### config.mk
export PLATFORM = sky130hd
export DESIGN_NAME = sonde_frame_sync_crc_check
export DESIGN_NICKNAME = d
export VERILOG_FILES = /design/src/sfs_pkg.sv /design/src/sfs_front.sv /design/src/sfs_queue.sv /design/src/sfs_back.sv /design/src/sonde_frame_sync_crc_check.sv
export SDC_FILE = /design/constraint.sdc
export NUM_CORES = 1
export LEC_CHECK = 0
export ABC_CLOCK_PERIOD_IN_PS = 5100
export CAP_MARGIN = 30
export CORE_ASPECT_RATIO = 0.6
export CORE_MARGIN = 5
export CORE_UTILIZATION = 45
export DETAILED_ROUTE_END_ITERATION = 8
export DONT_BUFFER_PORTS = 1
export GPL_TIMING_DRIVEN = 0
export PLACE_DENSITY = 0.57
export SLEW_MARGIN = 20
export SYNTH_ARGS = -nofsm -noshare
export SYNTH_HDL_FRONTEND = slang
export SYNTH_SLANG_ARGS = --single-unit
### constraint.sdc
create_clock -name clk -period 5.1 [get_ports clk]
set_input_delay 1.02 -clock clk [delete_from_list [all_inputs] [get_ports clk]]
set_output_delay 1.02 -clock clk [all_outputs]
set_load 0.05 [all_outputs]
### src/sfs_pkg.sv
// ----------------------------------------------------------------------------
// sfs_pkg: shared types and constants for the sonde frame sync CRC check
// Frame geometry, sync byte, the queue item record and the CRC-16 step.
// ----------------------------------------------------------------------------
package sfs_pkg;

	localparam int FRAME_LEN = 101;
	localparam int CHECK_POS = 99;
	localparam int POS_W     = 8;

	localparam logic [7:0]  SYNC_BYTE = 8'hAA;
	localparam logic [15:0] CRC_INIT  = 16'hFFFF;
	localparam logic [15:0] CRC_POLY  = 16'hA001;
	localparam logic [15:0] CRC_LSB   = 16'h0001;

	localparam int QUEUE_DEPTH = 2;
	localparam int QPTR_W      = 1;
	localparam int QCNT_W      = 2;

	// one classified byte on its way from front to back
	typedef struct packed {
		logic [7:0] data;
		logic       in_frame;
		logic [6:0] idx;
		logic       open;
		logic       crc_en;
		logic       chk_hi;
		logic       chk_lo;
		logic       last;
	} item_t;

	// reflected CRC-16 over one byte, LSB first
	function automatic logic [15:0] crc_byte(input logic [15:0] crc, input logic [7:0] b);
		logic [15:0] c;
		c = crc ^ {8'h00, b};
		for (int i = 0; i < 8; i++) begin
			if ((c & CRC_LSB) != 16'h0000) begin
				c = (c >> 1) ^ CRC_POLY;
			end else begin
				c = c >> 1;
			end
		end
		return c;
	endfunction

	// CRC state once the three sync bytes are in
	localparam logic [15:0] CRC_SYNC3 =
		crc_byte(crc_byte(crc_byte(CRC_INIT, SYNC_BYTE), SYNC_BYTE), SYNC_BYTE);

endpackage

### src/sfs_front.sv
// ----------------------------------------------------------------------------
// sfs_front: byte classifier
// Hunts for the sync run, tracks the frame position and tags each item.
// ----------------------------------------------------------------------------
module sfs_front import sfs_pkg::*; (
	input  logic       clk,
	input  logic       arst_n,
	input  logic [7:0] rx_byte,
	input  logic       rx_valid,
	output logic       rx_ready,
	input  logic       q_full,
	output logic       push,
	output item_t      push_item
);

	logic             locked_q;
	logic [1:0]       sync_run_q;
	logic [POS_W-1:0] pos_q;

	logic             is_sync;
	logic [POS_W:0]   pos_ext;
	item_t            it;

	assign rx_ready = !q_full;
	assign push     = rx_valid && rx_ready;
	assign is_sync  = (rx_byte == SYNC_BYTE);
	assign pos_ext  = {1'b0, pos_q};

	always_comb begin
		it          = '0;
		it.data     = rx_byte;
		if (!locked_q) begin
			it.idx  = is_sync ? {5'b0, sync_run_q} : 7'd0;
			it.open = is_sync && (sync_run_q == 2'd2);
		end else begin
			it.in_frame = 1'b1;
			it.idx      = pos_q[6:0];
			it.crc_en   = (pos_ext + (POS_W+1)'(2)) < (POS_W+1)'(FRAME_LEN);
			it.chk_hi   = pos_ext == (POS_W+1)'(CHECK_POS);
			it.chk_lo   = pos_ext == (POS_W+1)'(CHECK_POS + 1);
			it.last     = (pos_ext + (POS_W+1)'(1)) >= (POS_W+1)'(FRAME_LEN);
		end
		push_item = it;
	end

	always_ff @(posedge clk or negedge arst_n) begin
		if (!arst_n) begin
			locked_q   <= 1'b0;
			sync_run_q <= 2'd0;
			pos_q      <= '0;
		end else if (push) begin
			if (!locked_q) begin
				if (it.open) begin
					locked_q   <= 1'b1;
					sync_run_q <= 2'd0;
					pos_q      <= POS_W'(3);
				end else if (is_sync) begin
					sync_run_q <= sync_run_q + 2'd1;
				end else begin
					sync_run_q <= 2'd0;
				end
			end else if (it.last) begin
				// close frame, resume hunting
				locked_q   <= 1'b0;
				sync_run_q <= 2'd0;
				pos_q      <= '0;
			end else begin
				pos_q <= pos_q + POS_W'(1);
			end
		end
	end

endmodule

### src/sfs_queue.sv
// ----------------------------------------------------------------------------
// sfs_queue: small item queue
// Decouples the classifier from the CRC back end.
// ----------------------------------------------------------------------------
module sfs_queue import sfs_pkg::*; (
	input  logic  clk,
	input  logic  arst_n,
	input  logic  push,
	input  item_t push_item,
	output logic  full,
	output logic  pop_valid,
	input  logic  pop,
	output item_t pop_item
);

	item_t             mem [QUEUE_DEPTH];
	logic [QPTR_W-1:0] wr_ptr_q;
	logic [QPTR_W-1:0] rd_ptr_q;
	logic [QCNT_W-1:0] count_q;

	logic do_pop;

	assign full      = (count_q == QCNT_W'(QUEUE_DEPTH));
	assign pop_valid = (count_q != '0);
	assign do_pop    = pop && pop_valid;
	assign pop_item  = mem[rd_ptr_q];

	always_ff @(posedge clk) begin
		if (push) begin
			mem[wr_ptr_q] <= push_item;
		end
	end

	always_ff @(posedge clk or negedge arst_n) begin
		if (!arst_n) begin
			wr_ptr_q <= '0;
			rd_ptr_q <= '0;
			count_q  <= '0;
		end else begin
			if (push) begin
				wr_ptr_q <= wr_ptr_q + QPTR_W'(1);
			end
			if (do_pop) begin
				rd_ptr_q <= rd_ptr_q + QPTR_W'(1);
			end
			if (push && !do_pop) begin
				count_q <= count_q + QCNT_W'(1);
			end else if (!push && do_pop) begin
				count_q <= count_q - QCNT_W'(1);
			end
		end
	end

endmodule

### src/sfs_back.sv
// ----------------------------------------------------------------------------
// sfs_back: CRC and check word back end
// Runs the CRC, latches the check word and registers each result item.
// ----------------------------------------------------------------------------
module sfs_back import sfs_pkg::*; (
	input  logic       clk,
	input  logic       arst_n,
	input  logic       skip_crc,
	input  logic       pop_valid,
	output logic       pop,
	input  item_t      pop_item,
	output logic       res_valid,
	input  logic       res_ready,
	output logic       in_frame,
	output logic [6:0] byte_index,
	output logic [7:0] byte_out,
	output logic       frame_end,
	output logic       frame_good
);

	logic [15:0] crc_q;
	logic [15:0] chk_q;
	logic        valid_q;
	logic        in_frame_q;
	logic [6:0]  idx_q;
	logic [7:0]  byte_q;
	logic        end_q;
	logic        good_q;

	logic        take;
	logic [15:0] chk_next;
	logic [15:0] crc_next;

	assign pop  = !valid_q || res_ready;
	assign take = pop && pop_valid;

	always_comb begin
		chk_next = chk_q;
		crc_next = crc_q;
		if (pop_item.open) begin
			chk_next = 16'h0000;
			crc_next = CRC_SYNC3;
		end else if (pop_item.in_frame) begin
			if (pop_item.chk_hi) begin
				chk_next[15:8] = pop_item.data;
			end
			if (pop_item.chk_lo) begin
				chk_next[7:0] = pop_item.data;
			end
			if (pop_item.crc_en) begin
				crc_next = crc_byte(crc_q, pop_item.data);
			end
			if (pop_item.last) begin
				crc_next = CRC_INIT;
			end
		end
	end

	always_ff @(posedge clk or negedge arst_n) begin
		if (!arst_n) begin
			crc_q   <= CRC_INIT;
			chk_q   <= 16'h0000;
			valid_q <= 1'b0;
		end else begin
			if (take) begin
				crc_q   <= crc_next;
				chk_q   <= chk_next;
				valid_q <= 1'b1;
			end else if (res_ready) begin
				valid_q <= 1'b0;
			end
		end
	end

	// hold the result until taken
	always_ff @(posedge clk) begin
		if (take) begin
			in_frame_q <= pop_item.in_frame;
			idx_q      <= pop_item.idx;
			byte_q     <= pop_item.data;
			end_q      <= pop_item.last;
			good_q     <= pop_item.last && (skip_crc || (crc_q == chk_next));
		end
	end

	assign res_valid  = valid_q;
	assign in_frame   = in_frame_q;
	assign byte_index = idx_q;
	assign byte_out   = byte_q;
	assign frame_end  = end_q;
	assign frame_good = good_q;

endmodule

### src/sonde_frame_sync_crc_check.sv
// Path: an accepted byte is written into the queue, then taken into the back end's
// output register, which shows it on the result ports. Throughput: one byte per
// cycle while res_ready is high, set by the single-byte CRC step in the back end.
// Reset: hunting, empty queue, no result pending, CRC at all ones, skip_crc 0.
// ----------------------------------------------------------------------------
// sonde_frame_sync_crc_check: frame sync with CRC-16 check
// Finds three 0xAA sync bytes, echoes frame bytes and checks the frame CRC.
// ----------------------------------------------------------------------------
module sonde_frame_sync_crc_check import sfs_pkg::*; (
	input  logic       clk,
	input  logic       arst_n,
	input  logic       cfg_we,
	input  logic       cfg_data,
	input  logic [7:0] rx_byte,
	input  logic       rx_valid,
	output logic       rx_ready,
	output logic       res_valid,
	input  logic       res_ready,
	output logic       in_frame,
	output logic [6:0] byte_index,
	output logic [7:0] byte_out,
	output logic       frame_end,
	output logic       frame_good
);

	logic  skip_crc_q;
	logic  q_full;
	logic  push;
	item_t push_item;
	logic  pop_valid;
	logic  pop;
	item_t pop_item;

	always_ff @(posedge clk or negedge arst_n) begin
		if (!arst_n) begin
			skip_crc_q <= 1'b0;
		end else if (cfg_we) begin
			skip_crc_q <= cfg_data;
		end
	end

	sfs_front u_front (
		.clk       (clk),
		.arst_n    (arst_n),
		.rx_byte   (rx_byte),
		.rx_valid  (rx_valid),
		.rx_ready  (rx_ready),
		.q_full    (q_full),
		.push      (push),
		.push_item (push_item)
	);

	sfs_queue u_queue (
		.clk       (clk),
		.arst_n    (arst_n),
		.push      (push),
		.push_item (push_item),
		.full      (q_full),
		.pop_valid (pop_valid),
		.pop       (pop),
		.pop_item  (pop_item)
	);

	sfs_back u_back (
		.clk        (clk),
		.arst_n     (arst_n),
		.skip_crc   (skip_crc_q),
		.pop_valid  (pop_valid),
		.pop        (pop),
		.pop_item   (pop_item),
		.res_valid  (res_valid),
		.res_ready  (res_ready),
		.in_frame   (in_frame),
		.byte_index (byte_index),
		.byte_out   (byte_out),
		.frame_end  (frame_end),
		.frame_good (frame_good)
	);

endmodule
==> results.py, run 1 <==
metrics = {
    "detailed_routing": {
        "initialDrtViolationCount": 282,
        "final_antenna_net_count": 0,
        "vias": 3211,
        "drcViolationCount": 0,
        "dr.pass1.iters": 5,
        "post_drt_via_cell_ratio": 5.64,
        "wire_per_inst_um": 19.4,
        "wl_um": 11000,
    },
    "logic_synthesis": {
        "ys_seq_area_share_pct": 60.5,
        "synthFlopType": "edfxtp_1",
        "ys_warn_count": 0,
        "avgSynthCellArea_um2": 12.2,
        "synth_cell_types": 47,
        "synth_top_family_by_area": "compound AO/OA/AOI/OAI gates",
        "synth_compound_area_share_pct": 11.8,
        "synthXorXnorAreaFrac_pct": 8.12,
        "synthAdderAreaFrac_pct": 0.993,
        "synthSimpleGateAreaFrac_pct": 9.91,
        "async_flop_share_pct": 45.0,
        "netlist_area_um2": 5040,
        "synth_seq_cells": 109,
        "synth_edf_count": 60,
        "synthesis.nets": 430,
        "muxShareOfSynthArea_pct": 5.54,
        "syn_inst": 412,
    },
    "layout": {
        "layout_common_cells": "edfxtp_1, o21ai_0, xnor2_1",
        "fillers": 964,
        "num_antenna_cells": 0,
        "final_common_cell": "edfxtp_1",
        "multi_input_area_um2": 1840,
        "nets": 443,
        "fin_util_pct": 51.5,
        "seq_area_um2": 3050,
        "fin_cells": 569,
        "design_area_um2": 5530,
        "area_growth_pct": 9.73,
        "drive_gt1_share_pct": 15.3,
    },
    "worst_setup_path": {
        "crit_chain": "buf_6 -> buf_8 -> mux2i_1 -> clkbuf_1 -> o211ai_1 -> xnor2_1 -> nor4_1 -> a41oi_1 -> nor2_1",
        "crit_type": "reg -> reg",
        "cp-end-kind": "register",
        "r2r_slack_ns": 2.04,
        "critPathMaxFanout": 10,
        "crit_arrival_ns": 3.26,
        "critPathLaunch": "u_queue.rd_ptr_q",
        "slowest_delay_ns": 0.67,
        "reg2reg_depth": 9,
        "r2r_end": "u_back.frame_good",
        "cp.required_ns": 5.30,
        "worstReg2RegStart": "u_queue.rd_ptr_q",
        "slowest_stage": "mux2i_1",
        "critPathLaunchType": "register",
    },
    "floorplanning": {
        "rows": 29,
        "die_h_um": 92.0,
        "dieArea_um2": 13500,
        "die_x_um": 147,
        "core_area_um2": 10700,
        "num_io_pins": 34,
        "initial_core_util_pct": 46.9,
    },
    "global_route": {
        "grt_pass1_wl_um": 17700,
        "grt_max_degree": 50,
        "grt-ovfl-total": 0,
        "grt_pass1_vias": 3087,
        "grt.total_usage_pct": 17.2,
        "grt_antenna_before_repair": 0,
    },
    "clocking": {
        "postCtsSetupBuffers": 0,
        "cts.sinks": 109,
        "cts_tree": "yes",
        "insertion_delay_ns": 0.35,
        "numCtsBuffers": 9,
        "clk_pin_slew_ns": 0.07,
        "cts_resized": 0,
        "root_buffer": "clkbuf_16",
        "clock_path_buffers": 2,
        "cts_hold_repair.buffers": 0,
        "cts.htree.levels": 3,
    },
    "placed_design": {
        "dp_hpwl_um": 7990,
        "postPlaceCellArea_um2": 5230,
        "gp_congestion": 0.878,
        "io_buffers": 0,
        "placed_cells": 552,
    },
    "sta": {
        "slew_viol_final": 0,
        "final-setup-viol-count": 0,
        "relSlewSlack_pct": 32.7,
        "finalCritPeriodShare_pct": 60.0,
        "period_needed_ns": 3.06,
        "max_slew.worst_pin.slew_ns": 0.995,
        "skew_ns": 0.00778,
        "fmax_mhz": 327,
        "rsz0062_at_grt": "false",
        "finalHoldViolCount": 0,
        "final.setup.tns_ns": 0,
    },
    "power_and_ir_drop": {
        "p_leak_nw": 2.04,
        "ir_drop_v": 0.000449,
        "p_per_area_nw_per_um2": 731,
        "power_w": 0.00404,
    },
    "hold_path": {
        "worstHoldPathType": "in -> async",
    },
    "flow_run": {
        "maxCapViolCount": 0,
    },
    "status": {
        "status": "complete, no violations",
    },
}
[through the flow]
step	setup slack (ns)	hold slack [ns]
6_report	2.04	0.361
5_1_grt	1.73	0.343
4_1_cts	1.75	0.351
3_5_place_dp	1.38	0.477
3_3_place_gp	1.35	0.467
2_1_floorplan	2.27	0.450
[cell usage after synthesis (7+ instances only)]
cell type	count	area, um2
a21oi_1	10	50.1
nor2_1	24	90.1
o21ai_0	47	235
inv_1	16	60.1
o211ai_1	13	97.6
dfrtp_1	33	826
edfxtp_1	60	1800
dfstp_2	16	420
xnor2_1	38	333
nand2_1	34	128
mux2_2	13	146
clkbuf_1	8	30.0
and2_1	8	50.1
nand3_1	7	35.0
[cell type report]
class / instances / area share [%]
multi-input cells: 271 / 33.3
repair buffers: 2 / 0.475
plain buffers: 16 / 1.79
clock buffers: 9 / 4.07
flip-flops and latches: 109 / 55.1
inverters: 16 / 1.09
clock inverters: 7 / 1.04
well taps: 139 / 3.14
[how the worst max path moves through the flow]
stage                              endpoint  cells after the start
after CTS                  u_back.crc_q[10]                      6
after detailed placement   u_back.crc_q[10]                      6
after global placement     u_back.crc_q[10]                      6
after global routing      u_back.frame_good                     10
after floorplan            u_back.crc_q[10]                      6
final                     u_back.frame_good                      9
[logic make-up (layout without fill, tap and decap cells)]
group	count (synthesis)	after routing
DFF	109	109
and+or+nand+nor	102	102
AOI/OAI and AO/OA	96	96
xor gates and xnor gates	45	45
buffers and inverters	32	50
muxes	24	24
adders and majority gates	4	4
[report_power, final]
group | switching (W) | total, W | internal, W
clock network | 0.000329 | 0.000667 | 0.000339
logic | 0.000930 | 0.00164 | 0.000708
registers | 0.000412 | 0.00173 | 0.00132
total | 0.00167 | 0.00404 | 0.00237
[sequential cells by signal, summed over array words and instances, names as in the netlist, 2 cells and up]
name and cells:
u_queue.mem 42, u_queue.count_q 2, u_back.byte_index 7, u_back.crc_q 16
u_back.chk_q 16, u_front.pos_q 8, u_front.sync_run_q 2, u_back.byte_out 8
[critical path: cells and delay by family (launching register included)]
kind | cells | cell delay, ns
compound gates | 2 | 0.37
xor+xnor | 1 | 0.17
buf+inv | 3 | 0.79
flops | 1 | 0.35
mux | 1 | 0.67
simple gates | 2 | 0.56
[per-layer routing]
metal,GRT usage (%),vias up,routed length (um)
met5,0,-,0
met4,4.85,0,133
met3,4.24,11,733
met2,21.7,108,4180
met1,28.5,1573,5990
li1,-,1519,-
(Power assumes the default switching activity.)
==> inputs of run 2 (changes only) <==
--- a/config.mk
+++ b/config.mk
@@ -5,7 +5,7 @@
 export SDC_FILE = /design/constraint.sdc
 export NUM_CORES = 1
 export LEC_CHECK = 0
-export ABC_CLOCK_PERIOD_IN_PS = 5100
+export ABC_CLOCK_PERIOD_IN_PS = 2650
 export CAP_MARGIN = 30
 export CORE_ASPECT_RATIO = 0.6
 export CORE_MARGIN = 5
@@ -13,7 +13,7 @@
 export DETAILED_ROUTE_END_ITERATION = 8
 export DONT_BUFFER_PORTS = 1
 export GPL_TIMING_DRIVEN = 0
-export PLACE_DENSITY = 0.57
+export PLACE_DENSITY = 0.59
 export SLEW_MARGIN = 20
 export SYNTH_ARGS = -nofsm -noshare
 export SYNTH_HDL_FRONTEND = slang
==> constraint.sdc (replaced) <==
create_clock -name clk -period 2.65 [get_ports clk]
set_input_delay 0.53 -clock clk [delete_from_list [all_inputs] [get_ports clk]]
set_output_delay 0.53 -clock clk [all_outputs]
set_load 0.05 [all_outputs]
==> run 2 against run 1 <==
Wire length rose by 3.3%; global-route usage rose by 0.44 points; critical endpoint is now u_front.sync_run_q[0]; largest power group is now combinational cells; cell count rose by 2.3%; worst setup slack got worse by 2.0 ns; flip-flop and latch count did not move; critical path type unchanged; design area rose by 5.4%; non-clock buffer count rose by 12; critical path depth did not move; highest routed layer unchanged; register-to-register slack got worse by 2.0 ns; largest cell class unchanged.
==> results.py, run 2 (synthesis results as in run 1) <==
metrics = {
    "clocking": {
        "cts.htree.levels": 3,
        "insertion_delay_ns": 0.35,
        "numCtsBuffers": 9,
        "root_buffer": "clkbuf_16",
        "clk_pin_slew_ns": 0.07,
        "clock_path_buffers": 2,
        "cts.sinks": 109,
        "cts_tree": "yes",
    },
    "floorplanning": {
        "die_h_um": 92.0,
        "num_io_pins": 34,
        "rows": 29,
        "initial_core_util_pct": 46.9,
        "die_x_um": 147,
        "core_area_um2": 10700,
        "dieArea_um2": 13500,
    },
    "worst_setup_path": {
        "crit_chain": "inv_2 -> ha_4 -> or3b_4 -> o21a_1 -> a2111oi_2 -> a2111o_1 -> nand3_4 -> nand2_2 -> mux2_2",
        "crit_buf_inv": 1,
        "reg2reg_depth": 9,
        "cp-end-kind": "register",
        "critPathLaunchType": "register",
        "slowest_stage": "or3b_4",
        "slowest_delay_ns": 0.41,
        "crit_type": "reg -> reg",
        "crit_arrival_ns": 2.80,
        "critPathMaxFanout": 8,
        "worstReg2RegStart": "u_front.pos_q[0]",
        "cp_num_cells": 9,
        "r2r_slack_ns": 0.08,
        "cp.required_ns": 2.88,
        "path_delay_family": "compound AO/OA/AOI/OAI gates",
        "r2r_end": "u_front.sync_run_q[0]",
    },
    "sta": {
        "fmax_mhz": 390,
        "skew_ns": 0.00576,
        "finalCritPeriodShare_pct": 96.8,
        "finalHoldViolCount": 0,
        "period_needed_ns": 2.57,
        "max_slew.worst_pin.slew_ns": 0.746,
        "relSlewSlack_pct": 50.2,
        "slew_viol_final": 0,
        "final-setup-viol-count": 0,
        "worst_hold_slack_ns": 0.0224,
    },
    "layout": {
        "design_area_um2": 5830,
        "final_common_cell": "edfxtp_1",
        "reg_top3": "u_queue.mem: 42 flops, u_back.chk_q: 16 flops, u_back.crc_q: 16 flops",
        "num_antenna_cells": 0,
        "drive_gt1_share_pct": 23.5,
        "largest_reg_flops": 42,
        "layout_common_cells": "edfxtp_1, o21ai_0, xnor2_1",
        "fin_cells": 582,
        "regMostFlops": "u_queue.mem",
        "area_growth_pct": 15.7,
        "nets": 456,
    },
    "global_route": {
        "grt_pass1_wl_um": 18100,
        "grt_antenna_before_repair": 0,
        "grt.total_usage_pct": 17.7,
        "grt_max_degree": 34,
        "grt_pass1_vias": 3177,
        "grt-ovfl-total": 0,
    },
    "detailed_routing": {
        "initialDrtViolationCount": 244,
        "post_drt_via_cell_ratio": 5.62,
        "wire_per_inst_um": 19.6,
        "dr.pass1.iters": 5,
        "wl_um": 11400,
        "drcViolationCount": 0,
        "vias": 3271,
        "final_antenna_net_count": 0,
    },
    "placed_design": {
        "gp_congestion": 0.869,
        "io_buffers": 0,
        "placed_cells": 552,
        "postPlaceCellArea_um2": 5240,
        "dp_hpwl_um": 7850,
    },
    "power_and_ir_drop": {
        "pwr-share-seq_pct": 40.7,
        "pwr-share-clk_pct": 15.1,
        "p_switching_w": 0.00344,
        "intPower_w": 0.00492,
        "ir_drop_v": 0.000621,
        "comb_power_share_pct": 44.1,
        "p_leak_nw": 2.13,
        "p_per_area_nw_per_um2": 1440,
        "swShare_pct": 41.2,
    },
    "hold_path": {
        "worstHoldPathType": "in -> async",
    },
    "status": {
        "status": "complete, no violations",
    },
    "flow_run": {
        "maxCapViolCount": 0,
    },
}
-- run 2: cell types whose count changed in the layout (fill, tap and decap cells not counted), moves of 3 or more --
cell	before	now
buf_4	0	13
mux2i_4	0	7
clkinvlp_4	1	7
clkbuf_1	8	4
mux2i_2	6	2
xnor2_1	38	34
xnor2_2	0	4
buf_12	0	3
clkbuf_2	0	3
inv_1	16	13
mux2i_1	5	2
-- run 2: worst max path at each step --
stage | end | start | slack, ns
final | u_front.sync_run_q[0] | u_front.pos_q[0] | 0.08
after global routing | u_back.frame_good | u_queue.rd_ptr_q | -0.009
after CTS | u_back.crc_q[10] | u_back.res_valid | -0.02
after detailed placement | u_back.crc_q[10] | u_back.res_valid | -0.74
after global placement | u_back.crc_q[10] | u_back.res_valid | -0.76
after floorplan | u_front.sync_run_q[0] | u_front.pos_q[0] | 0.01
-- run 2: cell type report --
class                   count  area (um2)
well taps                 139         174
repair buffers             17         143
repair inverters            1        7.51
plain buffers              13         110
multi-input cells         271        2010
inverters                  16        63.8
flip-flops and latches    109        3050
clock inverters             6        48.8
fillers                   936        4910
clock buffers              10         229
-- run 2: routing by layer --
metal | global-route usage [%] | routed length [um]
met5 | 0 | 0
met4 | 4.23 | 96
met3 | 6.11 | 910
met2 | 21.7 | 4220
met1 | 28.9 | 6170
-- run 2: through the flow --
stage,setup TNS (ns),utilization (%),worst slack [ns],power (W)
after global routing,-0.00873,54.3,-0.00873,0.00885
after floorplan,0,-,0.0108,0.00578
after detailed placement,-9.33,48.8,-0.737,0.00657
final,0,54.3,0.0845,0.00837
after global placement,-19.19,48.5,-0.755,0.00650
after CTS,-0.0899,52.6,-0.0241,0.00804
-- run 2: worst register-to-register path, cell delays in order (launching register included) --
cell and delay [ns]:
dfrtp_1 0.39, inv_2 0.10, ha_4 0.21, or3b_4 0.41, o21a_1 0.19, a2111oi_2 0.33, a2111o_1 0.21, nand3_4 0.14
nand2_2 0.14, mux2_2 0.33
-- run 2: repair_timing --
action / CTS / global route
hold buffers: 1 / 0
setup endpoints to repair: 33 / 20
endpoints found under the hold margin: 33 / 0
setup buffers: 6 / 7
gates resized for setup: 17 / 24
gates cloned: 1 / 0
pin swaps: 2 / 7
-- run 2: power by group through the flow --
stage | logic, W | registers (W) | clock network [W]
final | 0.00369 | 0.00341 | 0.00126
after global routing | 0.00401 | 0.00347 | 0.00137
after CTS | 0.00336 | 0.00339 | 0.00130
after detailed placement | 0.00316 | 0.00342 | 0
after global placement | 0.00309 | 0.00342 | 0
after floorplan | 0.00248 | 0.00330 | 0
==> inputs of run 3 (changes only) <==
--- a/config.mk
+++ b/config.mk
@@ -5,7 +5,7 @@
 export SDC_FILE = /design/constraint.sdc
 export NUM_CORES = 1
 export LEC_CHECK = 0
-export ABC_CLOCK_PERIOD_IN_PS = 2650
+export ABC_CLOCK_PERIOD_IN_PS = 3300
 export CAP_MARGIN = 30
 export CORE_ASPECT_RATIO = 0.6
 export CORE_MARGIN = 5
@@ -13,8 +13,9 @@
 export DETAILED_ROUTE_END_ITERATION = 8
 export DONT_BUFFER_PORTS = 1
 export GPL_TIMING_DRIVEN = 0
-export PLACE_DENSITY = 0.59
+export PLACE_DENSITY = 0.57
 export SLEW_MARGIN = 20
 export SYNTH_ARGS = -nofsm -noshare
 export SYNTH_HDL_FRONTEND = slang
+export SYNTH_HIERARCHICAL = 1
 export SYNTH_SLANG_ARGS = --single-unit
==> constraint.sdc (replaced) <==
create_clock -name clk -period 3.3 [get_ports clk]
set_input_delay 0.66 -clock clk [delete_from_list [all_inputs] [get_ports clk]]
set_output_delay 0.66 -clock clk [all_outputs]
set_load 0.05 [all_outputs]
==> run 3 against run 2 <==
Synthesized area increased by 6.9%; fmax shrank 16%; highest routed layer unchanged; design area is 1.9% higher; global-route usage grew 0.61 points; power decreased by 29%; count of clock-buffer cells in the layout down 1; largest cell class unchanged; utilization shrank 4.2 points; die area grew 6.3%; wire length up 8.8%; synthesized cell count is 9.0% higher.
==> results.py, run 3 <==
metrics = {
    "clocking": {
        "cts_hold_repair.buffers": 1,
        "numCtsBuffers": 9,
        "clock_path_buffers": 2,
        "cts_resized": 0,
        "cts.sinks": 109,
        "clk_pin_slew_ns": 0.08,
        "cts_tree": "yes",
        "postCtsSetupBuffers": 0,
        "insertion_delay_ns": 0.35,
        "root_buffer": "clkbuf_16",
        "cts.htree.levels": 3,
    },
    "status": {
        "status": "complete, no violations",
    },
    "worst_setup_path": {
        "critPathLaunch": "u_queue/rd_ptr_q",
        "worstReg2RegStart": "u_queue/rd_ptr_q",
        "crit_arrival_ns": 3.27,
        "crit_chain": "buf_6 -> mux2_2 -> clkbuf_1 -> clkbuf_1 -> nand3_1 -> a21oi_1 -> xor2_1 -> nor4_1 -> a41oi_1 -> nor2_1",
        "cp-end-kind": "register",
        "slowest_delay_ns": 0.45,
        "critPathLaunchType": "register",
        "cp.required_ns": 3.51,
        "slowest_stage": "dfrtp_1",
        "crit_type": "reg -> reg",
        "r2r_end": "u_back/frame_good",
        "critPathMaxFanout": 10,
        "reg2reg_depth": 10,
        "crit_end": "u_back/frame_good",
        "r2r_slack_ns": 0.24,
        "crit_top_cell": "clkbuf_1",
    },
    "floorplanning": {
        "die_x_um": 151,
        "die_h_um": 94.8,
        "num_io_pins": 34,
        "core_area_um2": 11900,
        "initial_core_util_pct": 45.4,
        "dieArea_um2": 14300,
        "rows": 31,
    },
    "sta": {
        "period_needed_ns": 3.06,
        "finalCritPeriodShare_pct": 92.9,
        "rsz0062_at_grt": "false",
        "fmax_mhz": 326,
        "slew_viol_final": 0,
        "final-setup-viol-count": 0,
        "relSlewSlack_pct": 53.5,
        "worst_hold_slack_ns": 0.155,
        "max_slew.worst_pin.slew_ns": 0.697,
        "skew_ns": 0.00699,
        "finalHoldViolCount": 0,
    },
    "placed_design": {
        "dp_hpwl_um": 8940,
        "placed_cells": 616,
        "io_buffers": 0,
        "gp_congestion": 0.896,
        "postPlaceCellArea_um2": 5630,
    },
    "layout": {
        "num_antenna_cells": 0,
        "seq_area_um2": 3050,
        "multi_input_area_um2": 2140,
        "nets": 481,
        "fillers": 1060,
        "final_common_cell": "edfxtp_1",
        "reg_top3": "u_queue/mem: 42 flops, u_back/chk_q: 16 flops, u_back/crc_q: 16 flops",
        "regMostFlops": "u_queue/mem",
        "area_growth_pct": 10.3,
        "layout_common_cells": "edfxtp_1, nand2_1, dfrtp_1",
        "design_area_um2": 5940,
        "drive_gt1_share_pct": 22.2,
        "largest_reg_flops": 42,
        "fin_cells": 633,
    },
    "detailed_routing": {
        "wire_per_inst_um": 19.6,
        "initialDrtViolationCount": 318,
        "vias": 3503,
        "drcViolationCount": 0,
        "post_drt_via_cell_ratio": 5.53,
        "final_antenna_net_count": 0,
        "dr.pass1.iters": 5,
        "wl_um": 12400,
    },
    "logic_synthesis": {
        "synth_edf_count": 60,
        "netlist_area_um2": 5390,
        "synthFlopType": "edfxtp_1",
        "synth_top_area_share_pct": 33.4,
        "synth_seq_cells": 109,
        "ys_seq_area_share_pct": 56.6,
        "synthesis.nets": 467,
        "avgSynthCellArea_um2": 12.0,
        "async_flop_share_pct": 45.0,
        "synth_cell_types": 58,
        "synthTopCellsByArea": "edfxtp_1, dfrtp_1, dfstp_2",
        "synth_commonest_cells": "edfxtp_1, nand2_1, dfrtp_1",
        "yosysMostFrequentCell": "edfxtp_1",
        "yosysTopAreaCell": "edfxtp_1",
        "ys_warn_count": 6,
        "syn_inst": 449,
    },
    "power_and_ir_drop": {
        "swShare_pct": 41.9,
        "power_w": 0.00596,
        "ir_drop_v": 0.000409,
        "pwr-share-seq_pct": 43.1,
        "p_switching_w": 0.00250,
        "intPower_w": 0.00347,
        "pwr-share-clk_pct": 17.9,
        "comb_power_share_pct": 39.0,
        "p_leak_nw": 2.20,
        "p_per_area_nw_per_um2": 1000,
    },
    "global_route": {
        "grt_max_degree": 34,
        "grt_antenna_before_repair": 0,
        "grt-ovfl-total": 0,
        "grt_pass1_vias": 3502,
        "grt_pass1_wl_um": 19600,
        "grt.total_usage_pct": 18.3,
    },
    "hold_path": {
        "worstHoldPathType": "in -> async",
    },
    "flow_run": {
        "maxCapViolCount": 0,
    },
}
## run 3: cell types whose count changed after synthesis, moves of 8 or more
cell and change:
o211ai_1 -13, a21oi_1 +10, a21bo_2 +17, nand3_1 +13, o22a_1 +8, buf_4 +10
a21boi_0 +13, xnor2_1 -25, o21ai_0 -24, mux2_2 +8, xor2_1 +19
## run 3: cell families after synthesis
group | share of synthesized area [%]
AO/OA/AOI/OAI | 14.7
adder cells (fa/ha/maj) | 0.929
AND/OR/NAND/NOR | 11.1
multiplexers | 4.85
XOR/XNOR | 7.92
buffers and inverters | 3.92
flip-flops | 56.6
## run 3: how the worst min path moves through the flow
stage | start | to | slack (ns) | cells after the start
final | arst_n | u_back/chk_q[2] | 0.15 | 1
after global routing | arst_n | u_back/crc_q[2] | 0.14 | 0
after CTS | arst_n | u_back/crc_q[7] | 0.14 | 0
after detailed placement | arst_n | u_front/sync_run_q[1] | 0.37 | 0
after global placement | arst_n | u_front/pos_q[1] | 0.37 | 0
after floorplan | arst_n | skip_crc_q | 0.36 | 0
## run 3: cell type report
type	instances	share of cell area [%]
Timing Repair Buffer	3	0.842
Sequential cell	109	51.3
Tap cell	165	3.47
Clock inverter	7	1.07
Inverter	11	0.695
Clock buffer	9	3.79
Multi-Input combinational cell	299	36.0
Buffer	30	2.86
## run 3: power groups by stage
stage                     sequential [W]  clock (W)  combinational (W)
after global placement           0.00259          0            0.00222
after global routing             0.00262    0.00115            0.00252
final                            0.00257    0.00107            0.00232
after CTS                        0.00258    0.00110            0.00230
after detailed placement         0.00260          0            0.00228
after floorplan                  0.00253          0            0.00171
## run 3: per-stage QoR
step	util, %	setup WS [ns]	TNS [ns]
2_1_floorplan	-	0.670	0
3_3_place_gp	47.1	-0.0831	-1.70
3_5_place_dp	47.5	0.311	0
4_1_cts	50.1	0.289	0
5_1_grt	50.1	0.0624	0
6_report	50.1	0.235	0
## run 3: per-layer routing
metal | track usage [%] | vias up | wire length (um)
met4 | 3.77 | 0 | 101
met1 | 29.8 | 1720 | 6690
met5 | 0 | - | 0
li1 | - | 1642 | -
met2 | 23.9 | 132 | 4720
met3 | 4.65 | 9 | 882
## run 3: critical path: cells and delay by family, from the launching register on
kind                   cells  cell delay, ns
flip-flops                 1            0.45
multiplexers               1            0.22
AND/OR/NAND/NOR            3            0.73
XOR/XNOR                   1            0.12
AO/OA/AOI/OAI              2            0.42
buffers and inverters      3            0.99
